### src/rtl/core/cfc_pkg.sv
package cfc_pkg;

	localparam int MAX_CHUNKS_DEF = 16;
	localparam int LIST_LIMIT     = 16;
	localparam int ID_W           = 8;
	localparam int OWN_W          = 8;
	localparam int SIZE_W         = 14;
	localparam int BYTES_W        = 10;
	localparam logic [SIZE_W-1:0] SIZE_SAT = 14'd16383;

	localparam logic [1:0] CMD_APPEND  = 2'd0;
	localparam logic [1:0] CMD_RELEASE = 2'd1;
	localparam logic [1:0] CMD_LIST    = 2'd2;
	localparam logic [1:0] CMD_NOP     = 2'd3;

	localparam logic [1:0] ST_OK    = 2'd0;
	localparam logic [1:0] ST_FULL  = 2'd1;
	localparam logic [1:0] ST_EMPTY = 2'd2;

	typedef struct packed {
		logic [ID_W-1:0]   id;
		logic [OWN_W-1:0]  owner;
		logic [SIZE_W-1:0] size;
		logic              is_free;
	} entry_t;

	function automatic logic [SIZE_W-1:0] sat_add(input logic [SIZE_W-1:0] a,
			input logic [SIZE_W-1:0] b);
		logic [SIZE_W:0] s;
		s = {1'b0, a} + {1'b0, b};
		return (s > {1'b0, SIZE_SAT}) ? SIZE_SAT : s[SIZE_W-1:0];
	endfunction

	// a ranks ahead of b in the free list
	function automatic logic ranks_before(input entry_t a, input entry_t b);
		if (a.size == b.size) return a.id < b.id;
		return a.size > b.size;
	endfunction

endpackage

### src/rtl/core/cfc_table.sv
module cfc_table import cfc_pkg::*; #(
	parameter int MAX_CHUNKS = MAX_CHUNKS_DEF,
	localparam int AW = (MAX_CHUNKS > 1) ? $clog2(MAX_CHUNKS) : 1
) (
	input  logic          clk,
	input  logic          we,
	input  logic [AW-1:0] waddr,
	input  entry_t        wdata,
	input  logic [AW-1:0] raddr,
	output entry_t        rdata
);

	entry_t mem [MAX_CHUNKS];

	always_ff @(posedge clk) begin
		if (we) mem[waddr] <= wdata;
		rdata <= mem[raddr];
	end

endmodule

### src/rtl/core/chunk_free_coalescer.sv
// Append: result strobed in the cycle after the accepting edge; busy stays low.
// Release: per table entry, S_REL_R reads it and S_REL_W merges it into the pending
// entry or writes the pending entry; S_REL_F writes the last one, S_DONE answers;
// owner 0 or an empty table goes straight to S_DONE. List: one selection pass over
// the table for each listed chunk, up to LIST_LIMIT; an empty table or a table with
// no free chunk answers ST_EMPTY. Results are strobed for one cycle; the receiver
// cannot stall. arst_n clears count, id counter and control; table is not cleared.
module chunk_free_coalescer import cfc_pkg::*; #(
	parameter int MAX_CHUNKS = MAX_CHUNKS_DEF,
	localparam int AW = (MAX_CHUNKS > 1) ? $clog2(MAX_CHUNKS) : 1,
	localparam int CW = $clog2(MAX_CHUNKS + 1)
) (
	input  logic               clk,
	input  logic               arst_n,
	input  logic               start,
	output logic               busy,
	input  logic [1:0]         command,
	input  logic [OWN_W-1:0]   owner,
	input  logic [BYTES_W-1:0] chunk_bytes,
	output logic               strobe,
	output logic [1:0]         status,
	output logic [ID_W-1:0]    chunk_id,
	output logic [SIZE_W-1:0]  chunk_size,
	output logic               last
);

	typedef enum logic [7:0] {
		S_IDLE  = 8'b0000_0001,
		S_REL_R = 8'b0000_0010,
		S_REL_W = 8'b0000_0100,
		S_REL_F = 8'b0000_1000,
		S_LST_R = 8'b0001_0000,
		S_LST_W = 8'b0010_0000,
		S_LST_E = 8'b0100_0000,
		S_DONE  = 8'b1000_0000
	} state_t;

	state_t state_q;
	logic [CW-1:0] count_q, rd_q, wr_q, nlisted_q, nfree_q;
	logic [ID_W:0] next_id_q;
	logic [OWN_W-1:0] own_q;
	// release: held entry not yet written (pending)
	entry_t pend_q;
	logic pend_v_q;
	// release: pending chunk was freed last and may still take one free successor
	logic absorb_q;
	// list: last emitted key, current best
	entry_t prev_q, best_q;
	logic prev_v_q, best_v_q;

	logic we;
	logic [AW-1:0] waddr, raddr;
	entry_t wdata, rdata;

	cfc_table #(.MAX_CHUNKS(MAX_CHUNKS)) u_table (
		.clk(clk), .we(we), .waddr(waddr), .wdata(wdata), .raddr(raddr), .rdata(rdata)
	);

	assign busy = (state_q != S_IDLE);

	// read address: current scan position
	assign raddr = rd_q[AW-1:0];

	entry_t rel_e, rel_merged;
	logic rel_hit;
	always_comb begin
		rel_e = rdata;
		rel_hit = !rdata.is_free && rdata.owner == own_q;
		if (rel_hit) begin
			rel_e.is_free = 1'b1;
			rel_e.owner = '0;
		end
		rel_merged = pend_q;
		rel_merged.size = sat_add(pend_q.size, rel_e.size);
	end

	// Merge rule: a freed chunk joins a free pending chunk, which keeps its id; an
	// already free chunk joins only a pending chunk whose latest part was freed in
	// this pass and that has not yet taken a successor.
	logic merge;
	assign merge = pend_v_q && pend_q.is_free && rel_e.is_free && (rel_hit || absorb_q);

	always_comb begin
		we = 1'b0;
		waddr = wr_q[AW-1:0];
		wdata = pend_q;
		unique case (state_q)
			S_IDLE: begin
				we = start && command == CMD_APPEND && count_q < CW'(MAX_CHUNKS)
					&& !next_id_q[ID_W];
				waddr = count_q[AW-1:0];
				wdata.id = next_id_q[ID_W-1:0];
				wdata.owner = owner;
				wdata.size = SIZE_W'(chunk_bytes);
				wdata.is_free = (owner == '0);
			end
			S_REL_W: begin
				// flush pending when the new entry does not merge into it
				we = pend_v_q && !merge;
			end
			S_REL_F: begin
				we = pend_v_q;
			end
			default: ;
		endcase
	end

	logic lst_cand;
	assign lst_cand = rdata.is_free && (!prev_v_q || ranks_before(prev_q, rdata))
		&& (!best_v_q || ranks_before(rdata, best_q));

	// free chunks in the table, complete at the end of the first pass
	logic [CW-1:0] lst_total;
	logic lst_final;
	assign lst_total = prev_v_q ? nfree_q : nfree_q + CW'(rdata.is_free);
	assign lst_final = (nlisted_q + 1'b1 == lst_total)
		|| (nlisted_q + 1'b1 == CW'(LIST_LIMIT));

	always_ff @(posedge clk or negedge arst_n) begin
		if (!arst_n) begin
			state_q <= S_IDLE;
			count_q <= '0;
			next_id_q <= '0;
			strobe <= 1'b0;
			rd_q <= '0;
			wr_q <= '0;
			pend_v_q <= 1'b0;
			absorb_q <= 1'b0;
			prev_v_q <= 1'b0;
			best_v_q <= 1'b0;
			nlisted_q <= '0;
			nfree_q <= '0;
		end else begin
			strobe <= 1'b0;
			unique case (state_q)
				S_IDLE: if (start) begin
					own_q <= owner;
					rd_q <= '0;
					wr_q <= '0;
					pend_v_q <= 1'b0;
					absorb_q <= 1'b0;
					prev_v_q <= 1'b0;
					best_v_q <= 1'b0;
					nlisted_q <= '0;
					nfree_q <= '0;
					unique case (command)
						CMD_APPEND: begin
							strobe <= 1'b1;
							last <= 1'b1;
							if (we) begin
								status <= ST_OK;
								chunk_id <= next_id_q[ID_W-1:0];
								chunk_size <= SIZE_W'(chunk_bytes);
								count_q <= count_q + 1'b1;
								next_id_q <= next_id_q + 1'b1;
							end else begin
								status <= ST_FULL;
								chunk_id <= '0;
								chunk_size <= '0;
							end
						end
						CMD_RELEASE: state_q <= (owner == '0 || count_q == '0)
							? S_DONE : S_REL_R;
						CMD_LIST: state_q <= (count_q == '0) ? S_LST_E : S_LST_R;
						default: ;
					endcase
				end
				S_REL_R: state_q <= S_REL_W;
				S_REL_W: begin
					if (merge) begin
						pend_q <= rel_merged;
					end else begin
						if (pend_v_q) wr_q <= wr_q + 1'b1;
						pend_q <= rel_e;
						pend_v_q <= 1'b1;
					end
					absorb_q <= rel_hit;
					rd_q <= rd_q + 1'b1;
					state_q <= (rd_q + 1'b1 == count_q) ? S_REL_F : S_REL_R;
				end
				S_REL_F: begin
					count_q <= wr_q + 1'b1;
					state_q <= S_DONE;
				end
				S_LST_R: state_q <= S_LST_W;
				S_LST_W: begin
					if (lst_cand) best_q <= rdata;
					if (!prev_v_q && rdata.is_free) nfree_q <= nfree_q + 1'b1;
					if (rd_q + 1'b1 == count_q) begin
						rd_q <= '0;
						best_v_q <= 1'b0;
						if (lst_cand || best_v_q) begin
							strobe <= 1'b1;
							status <= ST_OK;
							chunk_id <= lst_cand ? rdata.id : best_q.id;
							chunk_size <= lst_cand ? rdata.size : best_q.size;
							prev_q <= lst_cand ? rdata : best_q;
							prev_v_q <= 1'b1;
							nlisted_q <= nlisted_q + 1'b1;
							last <= lst_final;
							state_q <= lst_final ? S_IDLE : S_LST_R;
						end else begin
							state_q <= (nlisted_q == '0) ? S_LST_E : S_IDLE;
						end
					end else begin
						if (lst_cand) best_v_q <= 1'b1;
						rd_q <= rd_q + 1'b1;
						state_q <= S_LST_R;
					end
				end
				S_LST_E: begin
					strobe <= 1'b1;
					status <= ST_EMPTY;
					chunk_id <= '0;
					chunk_size <= '0;
					last <= 1'b1;
					state_q <= S_IDLE;
				end
				S_DONE: begin
					strobe <= 1'b1;
					status <= ST_OK;
					chunk_id <= '0;
					chunk_size <= '0;
					last <= 1'b1;
					state_q <= S_IDLE;
				end
				default: state_q <= S_IDLE;
			endcase
		end
	end

endmodule

### config.mk
export PLATFORM = sky130hd
export DESIGN_NAME = chunk_free_coalescer
export DESIGN_NICKNAME = d
export VERILOG_FILES = /design/src/rtl/core/cfc_pkg.sv /design/src/rtl/core/cfc_table.sv /design/src/rtl/core/chunk_free_coalescer.sv
export SDC_FILE = /design/constraint.sdc
export NUM_CORES = 1
export LEC_CHECK = 0
export ABC_AREA = 1
export BUFFER_PORTS_ARGS = -buffer_cell sky130_fd_sc_hd__buf_2
export CAP_MARGIN = 20
export CORE_UTILIZATION = 42
export DETAILED_ROUTE_END_ITERATION = 8
export GPL_TIMING_DRIVEN = 0
export HOLD_SLACK_MARGIN = 0.12
export PLACE_DENSITY = 0.68
export REMOVE_ABC_BUFFERS = 1
export SLEW_MARGIN = 30
export SYNTH_ARGS = -nofsm -noshare
export SYNTH_HDL_FRONTEND = slang
export SYNTH_HIERARCHICAL = 1
export SYNTH_SLANG_ARGS = --single-unit
### constraint.sdc
create_clock -name clk -period 7.6 [get_ports clk]
set_input_delay 0.38 -clock clk [delete_from_list [all_inputs] [get_ports clk]]
set_output_delay 0.38 -clock clk [all_outputs]
set_load 0.05 [all_outputs]
==> results.py <==
metrics = {
    "status": {
        "status": "finished clean",
    },
    "synthesis": {
        "yosysWarnings": 6,
        "post_synth_num_cell_types": 53,
        "synth_edf_count": 604,
        "synth_ff_type": "edfxtp_1",
        "synth_area_um2": 31400,
        "synth_seq_cells": 682,
        "synthArstFlopShare": 0.0689,
        "netlist_instances": 3156,
        "synth-seq-area-share": 0.635,
        "syn_area_per_cell_um2": 9.95,
    },
    "timing": {
        "fmax_mhz": 197,
        "tightest_slew_ns": 0.943,
        "layout_setup_ws_ns": 2.51,
        "finalHoldViolations": 0,
        "finClkSkew_ns": 0.0328,
        "setup_violations": 0,
        "rsz0062_at_grt": "no",
        "slew_headroom": 0.369,
        "period_share": 0.670,
        "period_needed_ns": 5.09,
        "drv_slew": 0,
    },
    "cells_and_area": {
        "multi_input_area_um2": 8850,
        "final_layout_size_suffix_gt1_frac": 0.0772,
        "fin_cells": 4238,
        "fillers": 6386,
        "synthToLayoutAreaGrowth_pct": 14.4,
        "seqCellArea_um2": 20000,
        "final_util": 0.489,
        "nNetsFinal": 3314,
    },
    "clock_network": {
        "insertion_delay_ns": 0.63,
        "ctsResizeCount": 0,
        "cts_hold_buf": 18,
        "clock-sinks": 682,
        "postCtsSetupBuffers": 0,
        "cts_tree": "built",
        "htree_num_levels": 3,
        "cts_made_buffers": 73,
        "clockBufferDepth": 3,
        "clkTransAtPathRegs_ns": 0.06,
        "cts_root_buf": "clkbuf_16",
    },
    "global_route": {
        "use_met3": 0.0365,
        "antenna_found_initial": 0,
        "use_met1": 0.267,
        "gr-usage-all-layers": 0.203,
        "grt-busiest-layer": "met2",
        "grt_first_pass_wirelength_um": 118000,
        "gr-total-overflow": 0,
        "met2_usage": 0.338,
        "grt_max_degree": 140,
        "grt_pass1_vias": 20800,
    },
    "worst_hold_path": {
        "hp-class": "primary input to flop",
    },
    "floorplanning": {
        "dieArea_um2": 75900,
        "start_util": 0.428,
        "rows": 99,
        "ios": 50,
        "core_um2": 73500,
        "dieHeight_um": 275,
        "die_w_um": 275,
    },
    "power_and_ir_drop": {
        "power.leakage_uw": 0.0153,
        "ir_worst_vdd_mv": 0.163,
        "power_density_nw_per_um2": 248,
        "seqPwrFrac": 0.514,
        "p_switching_uw": 2300,
        "clockPowerShare": 0.376,
        "combPwrFrac": 0.111,
        "total_power_uw": 8900,
        "p_int_uw": 6600,
        "p_sw_frac": 0.258,
    },
    "route": {
        "ant_nets": 0,
        "drtIter0Drc": 2213,
        "avgRoutedWirePerCell_um": 18.1,
        "drtPass1Iterations": 5,
        "vias_per_cell": 5.13,
        "drc": 0,
        "wl_um": 76600,
        "vias": 21700,
    },
    "placement": {
        "dp_hpwl_um": 46800,
        "dp.cells": 4089,
        "port_buffers": 49,
        "routabilityCongestion": 0.849,
        "pre_cts_ws_ns": 2.56,
    },
    "setup_path": {
        "startpoint_type": "flop",
        "end_kind": "flop",
        "worstPathArrival_ns": 5.41,
        "cp.required_ns": 7.92,
        "crit_type": "flop to flop",
        "critPathMaxFanout": 50,
    },
    "flow_run": {
        "max_cap_violations": 0,
    },
}
[per-layer routing]
metal	wire length, um	up-vias
met2	36600	787
met5	0	-
li1	-	10400
met4	2260	0
met3	5950	159
met1	31700	10400
[worst paths after layout]
check / endpoint / slack, ns / cells after the start / from
max reg2reg: u_table/mem[15][13]$_DFFE_PP_ / 2.51 / 12 / state_q[2]$_DFFE_PN0P_
min: chunk_size[9]$_DFFE_PP_ / 0.11 / 3 / chunk_bytes[9]
min reg2reg: state_q[5]$_DFFE_PN0P_ / 0.46 / 1 / state_q[5]$_DFFE_PN0P_
min in group asynchronous: nfree_q[1]$_DFFE_PN0P_ / 0.35 / 2 / arst_n
max: u_table/mem[15][13]$_DFFE_PP_ / 2.51 / 12 / state_q[2]$_DFFE_PN0P_
max in group asynchronous: rd_q[3]$_DFFE_PN0P_ / 6.75 / 2 / arst_n
[worst max-delay path, cell delays in order (launching register included)]
cell and delay [ns]:
dfrtp_1 0.41, nor2_1 0.17, nor3b_2 0.26, nand2_4 0.43, inv_2 0.83, nand2_2 0.18, nor3_4 0.31, inv_2 0.14
o21ai_4 0.33, nand3_1 0.50, nor2_4 0.68, buf_16 0.25, buf_8 0.17
[power groups by stage]
stage | clock network (uW) | registers, uW | logic, uW
2_1_floorplan | 0 | 4740 | 479
3_3_place_gp | 0 | 4660 | 903
3_5_place_dp | 0 | 4650 | 955
4_1_cts | 3390 | 4580 | 964
5_1_grt | 3540 | 4580 | 1070
6_report | 3340 | 4570 | 984
[layout by cell type (no fill, tap or decap), drive strengths merged, types with 22 or more instances in the layout]
master / netlist / layout
a21oi: 39 / 39
ha: 67 / 67
edfxtp: 604 / 604
dfrtp: 46 / 46
nor2: 87 / 87
nand2: 978 / 978
nand3: 433 / 433
clkbuf: 17 / 106
inv: 533 / 534
o21ai: 73 / 73
buf: 107 / 98
clkinv: 1 / 22
dfxtp: 31 / 31
nand4: 37 / 37
[registers in the layout (all words and copies together), names as in the netlist, 8 cells and up]
register / count
best_q: 22
prev_q: 22
u_table/mem: 496
pend_q: 31
state_q: 8
own_q: 8
next_id_q: 9
u_table/rdata: 31
chunk_size: 14
chunk_id: 8
[synth_stat cells (3+ instances only)]
| cell type | number | share of area |
|---|---|---|
| o211ai_1 | 6 | 0.0014 |
| nand2_2 | 7 | 0.0014 |
| dfxtp_1 | 31 | 0.020 |
| xnor2_1 | 19 | 0.0053 |
| inv_2 | 4 | 0.00048 |
| nand3_1 | 430 | 0.069 |
| o21ai_2 | 3 | 0.00084 |
| nand2_1 | 971 | 0.12 |
| ha_1 | 67 | 0.027 |
| inv_1 | 527 | 0.063 |
| buf_4 | 18 | 0.0043 |
| xor2_1 | 20 | 0.0056 |
| a21oi_1 | 38 | 0.0061 |
| buf_6 | 27 | 0.0097 |
| dfrtp_1 | 46 | 0.037 |
| nor2_1 | 84 | 0.010 |
| a31oi_1 | 7 | 0.0014 |
| nor4_1 | 5 | 0.0010 |
| nand4_1 | 36 | 0.0072 |
| nor3_1 | 10 | 0.0016 |
| buf_1 | 17 | 0.0020 |
| edfxtp_1 | 604 | 0.58 |
| and2_1 | 18 | 0.0036 |
| clkbuf_1 | 17 | 0.0020 |
| buf_2 | 44 | 0.0070 |
| o21ai_0 | 69 | 0.011 |
[area by class of cell]
class,count,share of cell area
Sequential cell,682,0.555
Multi-Input combinational cell,1816,0.246
Timing Repair Buffer,116,0.0463
Tap cell,959,0.0334
Clock inverter,24,0.00508
Clock buffer,106,0.0569
Inverter,534,0.0567
Antenna cell,1,0.0000697
[kinds of logic after synthesis]
family,count (synthesis),share of synthesized area
adder cells (fa/ha/maj),68,0.0273
AO/OA/AOI/OAI,133,0.0233
flip-flops,682,0.635
AND/OR/NAND/NOR,1576,0.214
XOR/XNOR,39,0.0109
buffers and inverters,658,0.0897
[metrics by stage]
| step | hold slack [ns] | cell area, um^2 | setup TNS, ns |
|---|---|---|---|
| after global routing | 0.122 | 35900 | 0 |
| after global placement | 0.453 | 32000 | -328.16 |
| after CTS | 0.120 | 35900 | 0 |
| final | 0.111 | 35900 | 0 |
| after floorplan | 0.0844 | 30600 | 0 |
| after detailed placement | 0.444 | 33500 | 0 |
Power figures use the tool's default switching activity.
